===== config.mk =====
export PLATFORM = sky130hd
export DESIGN_NAME = length_prefixed_frame_deframer
export DESIGN_NICKNAME = d
export VERILOG_FILES = /design/src/design/lpfd_pkg.sv /design/src/design/length_prefixed_frame_deframer.sv
export VERILOG_INCLUDE_DIRS = /design/src /design/src/design
export SDC_FILE = /design/constraint.sdc
export NUM_CORES = 1
export LEC_CHECK = 0
export BUFFER_PORTS_ARGS = -buffer_cell sky130_fd_sc_hd__buf_2
export CORE_ASPECT_RATIO = 2
export CORE_MARGIN = 2
export CORE_UTILIZATION = 50
export CTS_CLUSTER_DIAMETER = 100
export DETAILED_ROUTE_END_ITERATION = 10
export HOLD_SLACK_MARGIN = 0.06
export PLACE_DENSITY = 0.7
export SYNTH_ARGS = -nofsm -noshare
export SYNTH_HDL_FRONTEND = slang
export SYNTH_SLANG_ARGS = --single-unit

===== constraint.sdc =====
create_clock -name clk -period 40.1 [get_ports clk]
set_clock_uncertainty 0.2 [all_clocks]
set_input_delay 2.005 -clock clk [delete_from_list [all_inputs] [get_ports clk]]
set_output_delay 2.005 -clock clk [all_outputs]
set_load 0.05 [all_outputs]

===== src/design/length_prefixed_frame_deframer_macros.svh =====
// Assertion macros for the length-prefixed frame deframer.
`ifndef LENGTH_PREFIXED_FRAME_DEFRAMER_MACROS_SVH
`define LENGTH_PREFIXED_FRAME_DEFRAMER_MACROS_SVH

// Same-cycle implication, checked outside reset
`define LPFD_ASSERT_NOW(label, clk, rst, ante, cons, msg) \
  label: assert property (@(posedge clk) disable iff (rst) (ante) |-> (cons)) else $error(msg);

// Next-cycle implication, checked outside reset
`define LPFD_ASSERT_NEXT(label, clk, rst, ante, cons, msg) \
  label: assert property (@(posedge clk) disable iff (rst) (ante) |=> (cons)) else $error(msg);

`endif


===== src/design/lpfd_pkg.sv =====
// Package: types and constants of the length-prefixed frame deframer.
`timescale 1ns / 1ps

package lpfd_pkg;

  // Header layout, big-endian, byte offsets
  localparam int HEADER_BYTES = 20;
  localparam int HDR_IDX_W    = 5;
  typedef logic [HDR_IDX_W-1:0] hdr_idx_t;

  localparam hdr_idx_t SEQ_OFFSET   = hdr_idx_t'(4);
  localparam hdr_idx_t COUNT_OFFSET = hdr_idx_t'(12);
  localparam hdr_idx_t FLAGS_OFFSET = hdr_idx_t'(16);
  localparam hdr_idx_t HDR_LAST_IDX = hdr_idx_t'(HEADER_BYTES - 1);

  // Register map
  localparam int         PADDR_W            = 3;
  localparam logic       REG_MAX_PAYLOAD    = 1'b0;
  localparam logic [31:0] MAX_PAYLOAD_RESET = 32'd65536;

  // Result kinds
  typedef enum logic [1:0] {
    KIND_HEADER  = 2'd0,
    KIND_PAYLOAD = 2'd1,
    KIND_ERROR   = 2'd2
  } kind_t;

  // One result item
  typedef struct packed {
    kind_t       kind;
    logic [7:0]  payload_byte;
    logic [31:0] payload_length;
    logic [63:0] seq_num;
    logic [31:0] sample_total;
    logic [31:0] frame_flags;
    logic        last_of_frame;
  } result_t;

endpackage


===== src/design/length_prefixed_frame_deframer.sv =====
// Top level: length-prefixed frame deframer with skid-buffered result channel.
//
//   channel   | handshake                        | payload
//   ----------+----------------------------------+-----------------------------------
//   byte in   | byte_valid / byte_stall          | data_byte
//   result    | result_valid / result_stall      | result_kind .. last_of_frame
//   config    | APB psel/penable/pwrite/pready   | paddr, pwdata, prdata
//
// One byte is taken every cycle while byte_stall is low; its result, if any, is
// registered in the result register, or in the skid stage while the output is
// stalled. The header parse is a byte counter and shift registers.
// Reset sets max_payload_bytes to 65536 and returns the parser to the header.
// A one-item skid stage sits behind the result register: byte_stall rises only
// while that stage is occupied, i.e. after the result side has stalled.
`timescale 1ns / 1ps
`include "length_prefixed_frame_deframer_macros.svh"

module length_prefixed_frame_deframer
  import lpfd_pkg::*;
(
  input  logic                clk,
  input  logic                rst,
  // byte input
  input  logic                byte_valid,
  output logic                byte_stall,
  input  logic [7:0]          data_byte,
  // result output
  output logic                result_valid,
  input  logic                result_stall,
  output logic [1:0]          result_kind,
  output logic [7:0]          payload_byte,
  output logic [31:0]         payload_length,
  output logic [63:0]         seq_num,
  output logic [31:0]         sample_total,
  output logic [31:0]         frame_flags,
  output logic                last_of_frame,
  // configuration
  input  logic                psel,
  input  logic                penable,
  input  logic                pwrite,
  input  logic [PADDR_W-1:0]  paddr,
  input  logic [31:0]         pwdata,
  output logic [31:0]         prdata,
  output logic                pready
);

  typedef enum logic [1:0] {
    PH_HEADER  = 2'd0,
    PH_PAYLOAD = 2'd1,
    PH_ERROR   = 2'd2
  } phase_t;

  phase_t      phase, phase_next;
  hdr_idx_t    header_index, header_index_next;
  logic [31:0] length_reg, length_next;
  logic [63:0] sequence_reg, sequence_next;
  logic [31:0] count_reg, count_next;
  logic [31:0] flags_reg, flags_next;
  logic [31:0] bytes_remaining, bytes_remaining_next;
  logic [31:0] max_payload_bytes;

  result_t     out_reg, skid_reg, res;
  logic        out_valid, skid_valid, res_valid;
  logic        byte_take, out_take, cfg_write;

  assign byte_take = byte_valid && !byte_stall;
  assign out_take  = out_valid && !result_stall;
  assign byte_stall = skid_valid;

  // Configuration port
  assign pready    = 1'b1;
  assign cfg_write = psel && penable && pwrite && pready;
  assign prdata    = (paddr[PADDR_W-1] == REG_MAX_PAYLOAD) ? max_payload_bytes : 32'd0;

  // Parse one byte: header shift, length check, payload count
  always_comb begin
    phase_next           = phase;
    header_index_next    = header_index;
    length_next          = length_reg;
    sequence_next        = sequence_reg;
    count_next           = count_reg;
    flags_next           = flags_reg;
    bytes_remaining_next = bytes_remaining;
    res_valid            = 1'b0;
    res.kind             = KIND_HEADER;
    res.payload_byte     = 8'd0;
    res.last_of_frame    = 1'b0;

    case (phase)
      PH_HEADER: begin
        if (header_index < SEQ_OFFSET) begin
          length_next = {length_reg[23:0], data_byte};
        end else if (header_index < COUNT_OFFSET) begin
          sequence_next = {sequence_reg[55:0], data_byte};
        end else if (header_index < FLAGS_OFFSET) begin
          count_next = {count_reg[23:0], data_byte};
        end else begin
          flags_next = {flags_reg[23:0], data_byte};
        end

        if (header_index != HDR_LAST_IDX) begin
          header_index_next = header_index + hdr_idx_t'(1);
        end else begin
          header_index_next = '0;
          res_valid         = 1'b1;
          // length bytes are complete well before the last header byte
          if (length_reg > max_payload_bytes) begin
            phase_next = PH_ERROR;
            res.kind   = KIND_ERROR;
          end else if (length_reg == 32'd0) begin
            res.last_of_frame = 1'b1;
          end else begin
            bytes_remaining_next = length_reg;
            phase_next           = PH_PAYLOAD;
          end
        end
      end
      PH_PAYLOAD: begin
        res_valid        = 1'b1;
        res.kind         = KIND_PAYLOAD;
        res.payload_byte = data_byte;
        if (bytes_remaining <= 32'd1) begin
          bytes_remaining_next = 32'd0;
          phase_next           = PH_HEADER;
          res.last_of_frame    = 1'b1;
        end else begin
          bytes_remaining_next = bytes_remaining - 32'd1;
        end
      end
      default: begin
        // sticky error: bytes are dropped
      end
    endcase

    res.payload_length = length_next;
    res.seq_num        = sequence_next;
    res.sample_total   = count_next;
    res.frame_flags    = flags_next;
  end

  // State, config register and result registers
  always_ff @(posedge clk) begin
    if (rst) begin
      phase             <= PH_HEADER;
      header_index      <= '0;
      max_payload_bytes <= MAX_PAYLOAD_RESET;
      out_valid         <= 1'b0;
      skid_valid        <= 1'b0;
    end else begin
      if (cfg_write && paddr[PADDR_W-1] == REG_MAX_PAYLOAD) begin
        max_payload_bytes <= pwdata;
      end

      if (byte_take) begin
        phase        <= phase_next;
        header_index <= header_index_next;
      end

      // skid occupied implies no byte is taken this cycle
      if (skid_valid) begin
        if (out_take) begin
          out_reg    <= skid_reg;
          skid_valid <= 1'b0;
        end
      end else if (byte_take && res_valid) begin
        if (!out_valid || out_take) begin
          out_reg   <= res;
          out_valid <= 1'b1;
        end else begin
          skid_reg   <= res;
          skid_valid <= 1'b1;
        end
      end else if (out_take) begin
        out_valid <= 1'b0;
      end
    end

    if (byte_take) begin
      length_reg      <= length_next;
      sequence_reg    <= sequence_next;
      count_reg       <= count_next;
      flags_reg       <= flags_next;
      bytes_remaining <= bytes_remaining_next;
    end
  end

  // Result ports
  assign result_valid   = out_valid;
  assign result_kind    = out_reg.kind;
  assign payload_byte   = out_reg.payload_byte;
  assign payload_length = out_reg.payload_length;
  assign seq_num        = out_reg.seq_num;
  assign sample_total   = out_reg.sample_total;
  assign frame_flags    = out_reg.frame_flags;
  assign last_of_frame  = out_reg.last_of_frame;

  // Checks
  `LPFD_ASSERT_NOW(a_skid_behind_out, clk, rst, skid_valid, out_valid, "skid full, output empty")
  `LPFD_ASSERT_NEXT(a_error_sticky, clk, rst, phase == PH_ERROR, phase == PH_ERROR, "error left")
  `LPFD_ASSERT_NOW(a_idx_in_hdr, clk, rst, header_index != '0, phase == PH_HEADER, "index off header")

endmodule


## Yosys cells after proc, flatten, opt, wreduce, memory -nomap -nowiden

Index checks and enable logic that the tools add are counted.

- Register bits after elaboration: 575
- Input port bits: 50
- Output and inout port bits: 206
- Logic and storage cells: 113

- Add/subtract/negate cells: 2
- Order comparisons: 5
- Equal/unequal tests: 9
- Multiplexer cells: 47
- Bitwise logic cells: 4
- Reduce and logical (&&, ||, !) cells: 22

Operators with widths:

| cell | count |
|---|---|
| $mux 171 | 4 |
| $mux 32 | 15 |
| $mux 64 | 3 |
| $pmux 32 s2 | 1 |
| $gt 32x32->1 | 1 |
| $le 32x1->1 const B | 1 |
| $logic_not 32->1 | 1 |
| $sub 32x1->32 const B | 1 |
| $mux 1 | 12 |
| $mux 2 | 6 |
| $reduce_and 5->1 | 2 |
| $mux 8 | 1 |
| $ne 2x2->1 const B | 4 |
| $pmux 2 s2 | 2 |
| $reduce_and 4->1 | 2 |
| $reduce_bool 2->1 | 4 |
| $logic_and 1x1->1 | 6 |
| $add 5x1->5 const B | 1 |
| $lt 5x3->1 const B | 1 |
| $lt 5x4->1 const B | 1 |
| $lt 5x5->1 const B | 1 |
| $mux 5 | 1 |
| $ne 5x5->1 const B | 1 |
| $ne 2x1->1 const B | 2 |
| 9 further kinds | 15 |

## Longest topological paths before layout

- Word-level depth: 8
- Gate-level depth with buffers: 9
- Gate-level depth less buffers: 8

## Worst setup path after synthesis

OpenSTA, ideal clock, no wires.

- Path type: input to register
- Start: in byte_valid
- End: reg out_reg (netlist bit frame_flags[0]), enable pin
- Setup time: 0.971 ns
- Arrival: 15.169 ns
- Data required time: 38.929 ns
- Path slack: 23.760 ns
- Stages on the path: 4
- Buffers on the path: 0
- Cell sequence: nand2b_1 -> nor2_1 -> o21ai_1 -> a221oi_1

- Longest elaborated chain between the ends: 4

Ends and longest elaborated chain:

| element | line | text |
|---|---|---|
| from (decl) | length_prefixed_frame_deframer.sv:24 | `input logic byte_valid,` |
| $logic_and 1x1->1 | length_prefixed_frame_deframer.sv:66 | `assign byte_take = byte_valid && !byte_stall;` |
| $logic_and 1x1->1 | length_prefixed_frame_deframer.sv:165 | `end else if (byte_take && res_valid) begin` |
| $reduce_bool 2->1 (no line) | n/a |  |
| $reduce_and 4->1 (no line) | n/a |  |
| to (signal assigned) | length_prefixed_frame_deframer.sv:162 | `out_reg <= skid_reg;` |
| to (signal assigned) | length_prefixed_frame_deframer.sv:167 | `out_reg <= res;` |
| to (decl) | length_prefixed_frame_deframer.sv:62 | `result_t out_reg, skid_reg, res;` |

Every way passes these cells.
A chain may end at the register's enable or synchronous reset.

## Worst setup path in the final report

- Start: in paddr[2]
- End: out prdata[18]

- Longest elaborated chain between the ends: 1

Ends and longest elaborated chain:

| element | line | text |
|---|---|---|
| from (decl) | length_prefixed_frame_deframer.sv:41 | `input logic [PADDR_W-1:0] paddr,` |
| $mux 32 | length_prefixed_frame_deframer.sv:73 | `assign prdata = (paddr[PADDR_W-1] == REG_MAX_PAYLOAD) ? max_payload_bytes : 32'd0;` |
| to (decl) | length_prefixed_frame_deframer.sv:43 | `output logic [31:0] prdata,` |

Every way passes these cells.

==> impl_metrics.ini <==
[floorplan]
floorplan.initialDensity_pct = 50.7
rows = 112
dieArea_um2 = 49200
core_um2 = 46700
die_w_um = 158
io_pins = 256
die_height_um = 312

[yosys]
synth.distinct_cells = 56
synth_flop_cell = edfxtp_1
ys_seq_elements = 575
yosys_warnings = 0
synth-edff-count = 534
avgSynthCellArea_um2 = 16.2
syn_area_um2 = 23700
syn_inst = 1464
synthArstFlopShare_pct = 0
synthesis.nets = 1549
seq_area_frac_synth_pct = 71.3

[timing]
finalSetupTns_ns = 0
hold_viol_final = 0
timing.final.crit_period_ns = 5.06
fin_crit_sh_pct = 12.6
setup_slack_ns = 35.04
rsz0062_at_grt = no
slew_headroom_pct = 13.9
max_freq_mhz = 198
finalMaxSlewViolations = 0
finalSetupViolCount = 0
worstMarginPinSlew_ns = 1.29

[min_path]
hold_class = flop to flop

[cts]
cts_root_buf = clkbuf_16
cts_hold_buf = 0
clock_latency_ns = 0.58
cts_buffer_depth = 3
path_clk_slew_ns = 0.07
post_cts_resized = 0
cts_tree = done
cts_made_buffers = 49
cts_sinks = 575
h-tree-depth = 2
cts_setup_buffers = 0

[grt]
grt_antenna_before_repair = 2
grt_max_degree = 87
grt_pass1_wl_mm = 79.0
grtUsageTotal_pct = 21.1
first_global_vias = 13479
gr-total-overflow = 0

[power]
p_seq_share_pct = 56.8
power_switching_mw = 0.246
p_leak_nw = 9.34
p_comb_share_pct = 3.9
max-vdd-ir-drop_v = 0.0000396
intPower_mw = 0.943
switching_share_pct = 20.7
clkPwrFrac_pct = 39.3
power_density_nw_per_um2 = 43.8

[setup_path]
path_cells = buf_2 -> nor2_1 -> buf_2
cp_slowest_stage_delay_ns = 0.48
crit_arrival_ns = 2.86
endpoint_kind = primary output
cp_slowest_cell = buf_2
crit_top_cell = buf_2
crit_fanout = 34
startpoint_type = input port
cp_data_required_time_ns = 37.90
crit_type = input port to primary output

[routing]
vias = 13167
vias_per_cell = 5.51
totalWireLength_mm = 51.8
dr.pass1.iters = 5
ant_nets = 0
wl_per_cell_um = 21.7
drc = 0
drt_iter0_markers = 643

[placement]
dp_hpwl_mm = 34.1
pre_cts_slack_ns = 34.80
postPlaceCellArea_um2 = 25600
place_congestion = 0.855
io_buffer_count = 252

[final_layout]
area_delta_synth_final_pct = 14.8
antenna_cells = 0
stdcell_area_um2 = 27200
layout-drive-gt1-share_pct = 38.8
utilization_pct = 58.2
nFillCells = 3681
nNetsFinal = 1809
largest_reg_flops = 171

[outcome]
outcome = finished clean

[flow_run]
drv_cap = 0
-- area by class of cell --
cell class | instances | area [um^2] | area share, %
multi-input cells | 788 | 6410 | 23.6
repair buffers | 270 | 1400 | 5.14
well taps | 627 | 785 | 2.89
inverters | 40 | 155 | 0.571
clock inverters | 29 | 251 | 0.926
clock buffers | 60 | 1290 | 4.75
flip-flops and latches | 575 | 16900 | 62.1
-- kinds of logic after synthesis --
group                      count (synthesis)  share of synthesized area (%)
adders and majority gates                 35                           1.85
buffers and inverters                    101                           1.75
xor gates and xnor gates                  29                           1.07
AOI/OAI and AO/OA                        114                           2.77
DFF                                      575                           71.3
other                                      1                         0.0159
and+or+nand+nor                          282                           5.70
muxes                                    327                           15.6
-- path summary, 6_finish.rpt --
path,startpoint,end,slack (ns),cells after the start
worst min-delay path,max_payload_bytes[23]$_SDFFE_PP0P_,max_payload_bytes[23]$_SDFFE_PP0P_,0.25,2
worst max register to register,byte_stall$_SDFF_PP0_,frame_flags[8]$_DFFE_PP_,36.05,6
worst max-delay path,paddr[2],prdata[18],35.04,3
worst min register to register,max_payload_bytes[23]$_SDFFE_PP0P_,max_payload_bytes[23]$_SDFFE_PP0P_,0.25,2
-- cells in the final DEF (no fill, tap or decap), types with 6 or more instances in the layout --
cell | Yosys | routed
ha_1 | 35 | 35
buf_4 | 1 | 18
nand3_1 | 7 | 7
nor3_1 | 22 | 21
xnor2_1 | 15 | 15
and2_1 | 11 | 11
o21ai_0 | 32 | 32
clkinv_2 | 0 | 9
nor2_1 | 64 | 64
clkbuf_1 | 45 | 10
a21oi_1 | 52 | 52
nor2b_1 | 6 | 6
nand2_1 | 116 | 116
clkbuf_16 | 0 | 50
dfxtp_1 | 41 | 40
nor4_1 | 14 | 14
nand4_1 | 10 | 10
a211oi_1 | 6 | 6
buf_2 | 1 | 252
edfxtp_1 | 534 | 534
nand2b_1 | 7 | 7
inv_1 | 40 | 39
mux2_2 | 327 | 327
xor2_1 | 14 | 14
clkinv_1 | 0 | 10
-- power groups by stage --
stage | Clock [mW] | Sequential [mW] | Combinational, mW
6_report | 0.467 | 0.675 | 0.0459
5_1_grt | 0.499 | 0.676 | 0.0509
4_1_cts | 0.479 | 0.675 | 0.0467
3_5_place_dp | 0 | 0.688 | 0.0464
3_3_place_gp | 0 | 0.687 | 0.0445
2_1_floorplan | 0 | 0.685 | 0.0326
-- through the flow --
step / hold WS (ns) / total power [mW] / instances
5_1_grt: 0.275 / 1.23 / 2389
3_3_place_gp: 0.242 / 0.732 / 2300
4_1_cts: 0.257 / 1.20 / 2389
6_report: 0.255 / 1.19 / 2389
2_1_floorplan: 0.236 / 0.717 / 1464
3_5_place_dp: 0.248 / 0.734 / 2300
-- critical path, delay by kind of cell --
| family | cells | cell delay [ns] |
|---|---|---|
| buffers and inverters | 2 | 0.72 |
| and+or+nand+nor | 1 | 0.12 |
-- routing by layer --
| metal | wire length, um | GRT usage, % | vias to the layer above | part of all wire, % |
|---|---|---|---|---|
| li1 | - | - | 6081 | - |
| met1 | 19900 | 24.9 | 6664 | 38 |
| met2 | 27500 | 37.6 | 322 | 53 |
| met3 | 2570 | 4.14 | 96 | 5.0 |
| met4 | 1850 | 7.87 | 4 | 3.6 |
| met5 | 30 | 0 | - | 0.058 |
-- synth_stat cells, types with 15 or more instances --
cell,number,area share (%)
edfxtp_1,534,68
mux2_2,327,16
nand2_1,116,1.8
nor2_1,64,1.0
a21oi_1,52,1.1
clkbuf_1,45,0.71
dfxtp_1,41,3.5
inv_1,40,0.63
ha_1,35,1.9
o21ai_0,32,0.68
nor3_1,22,0.47
xnor2_1,15,0.56
(Power assumes the default switching activity.)
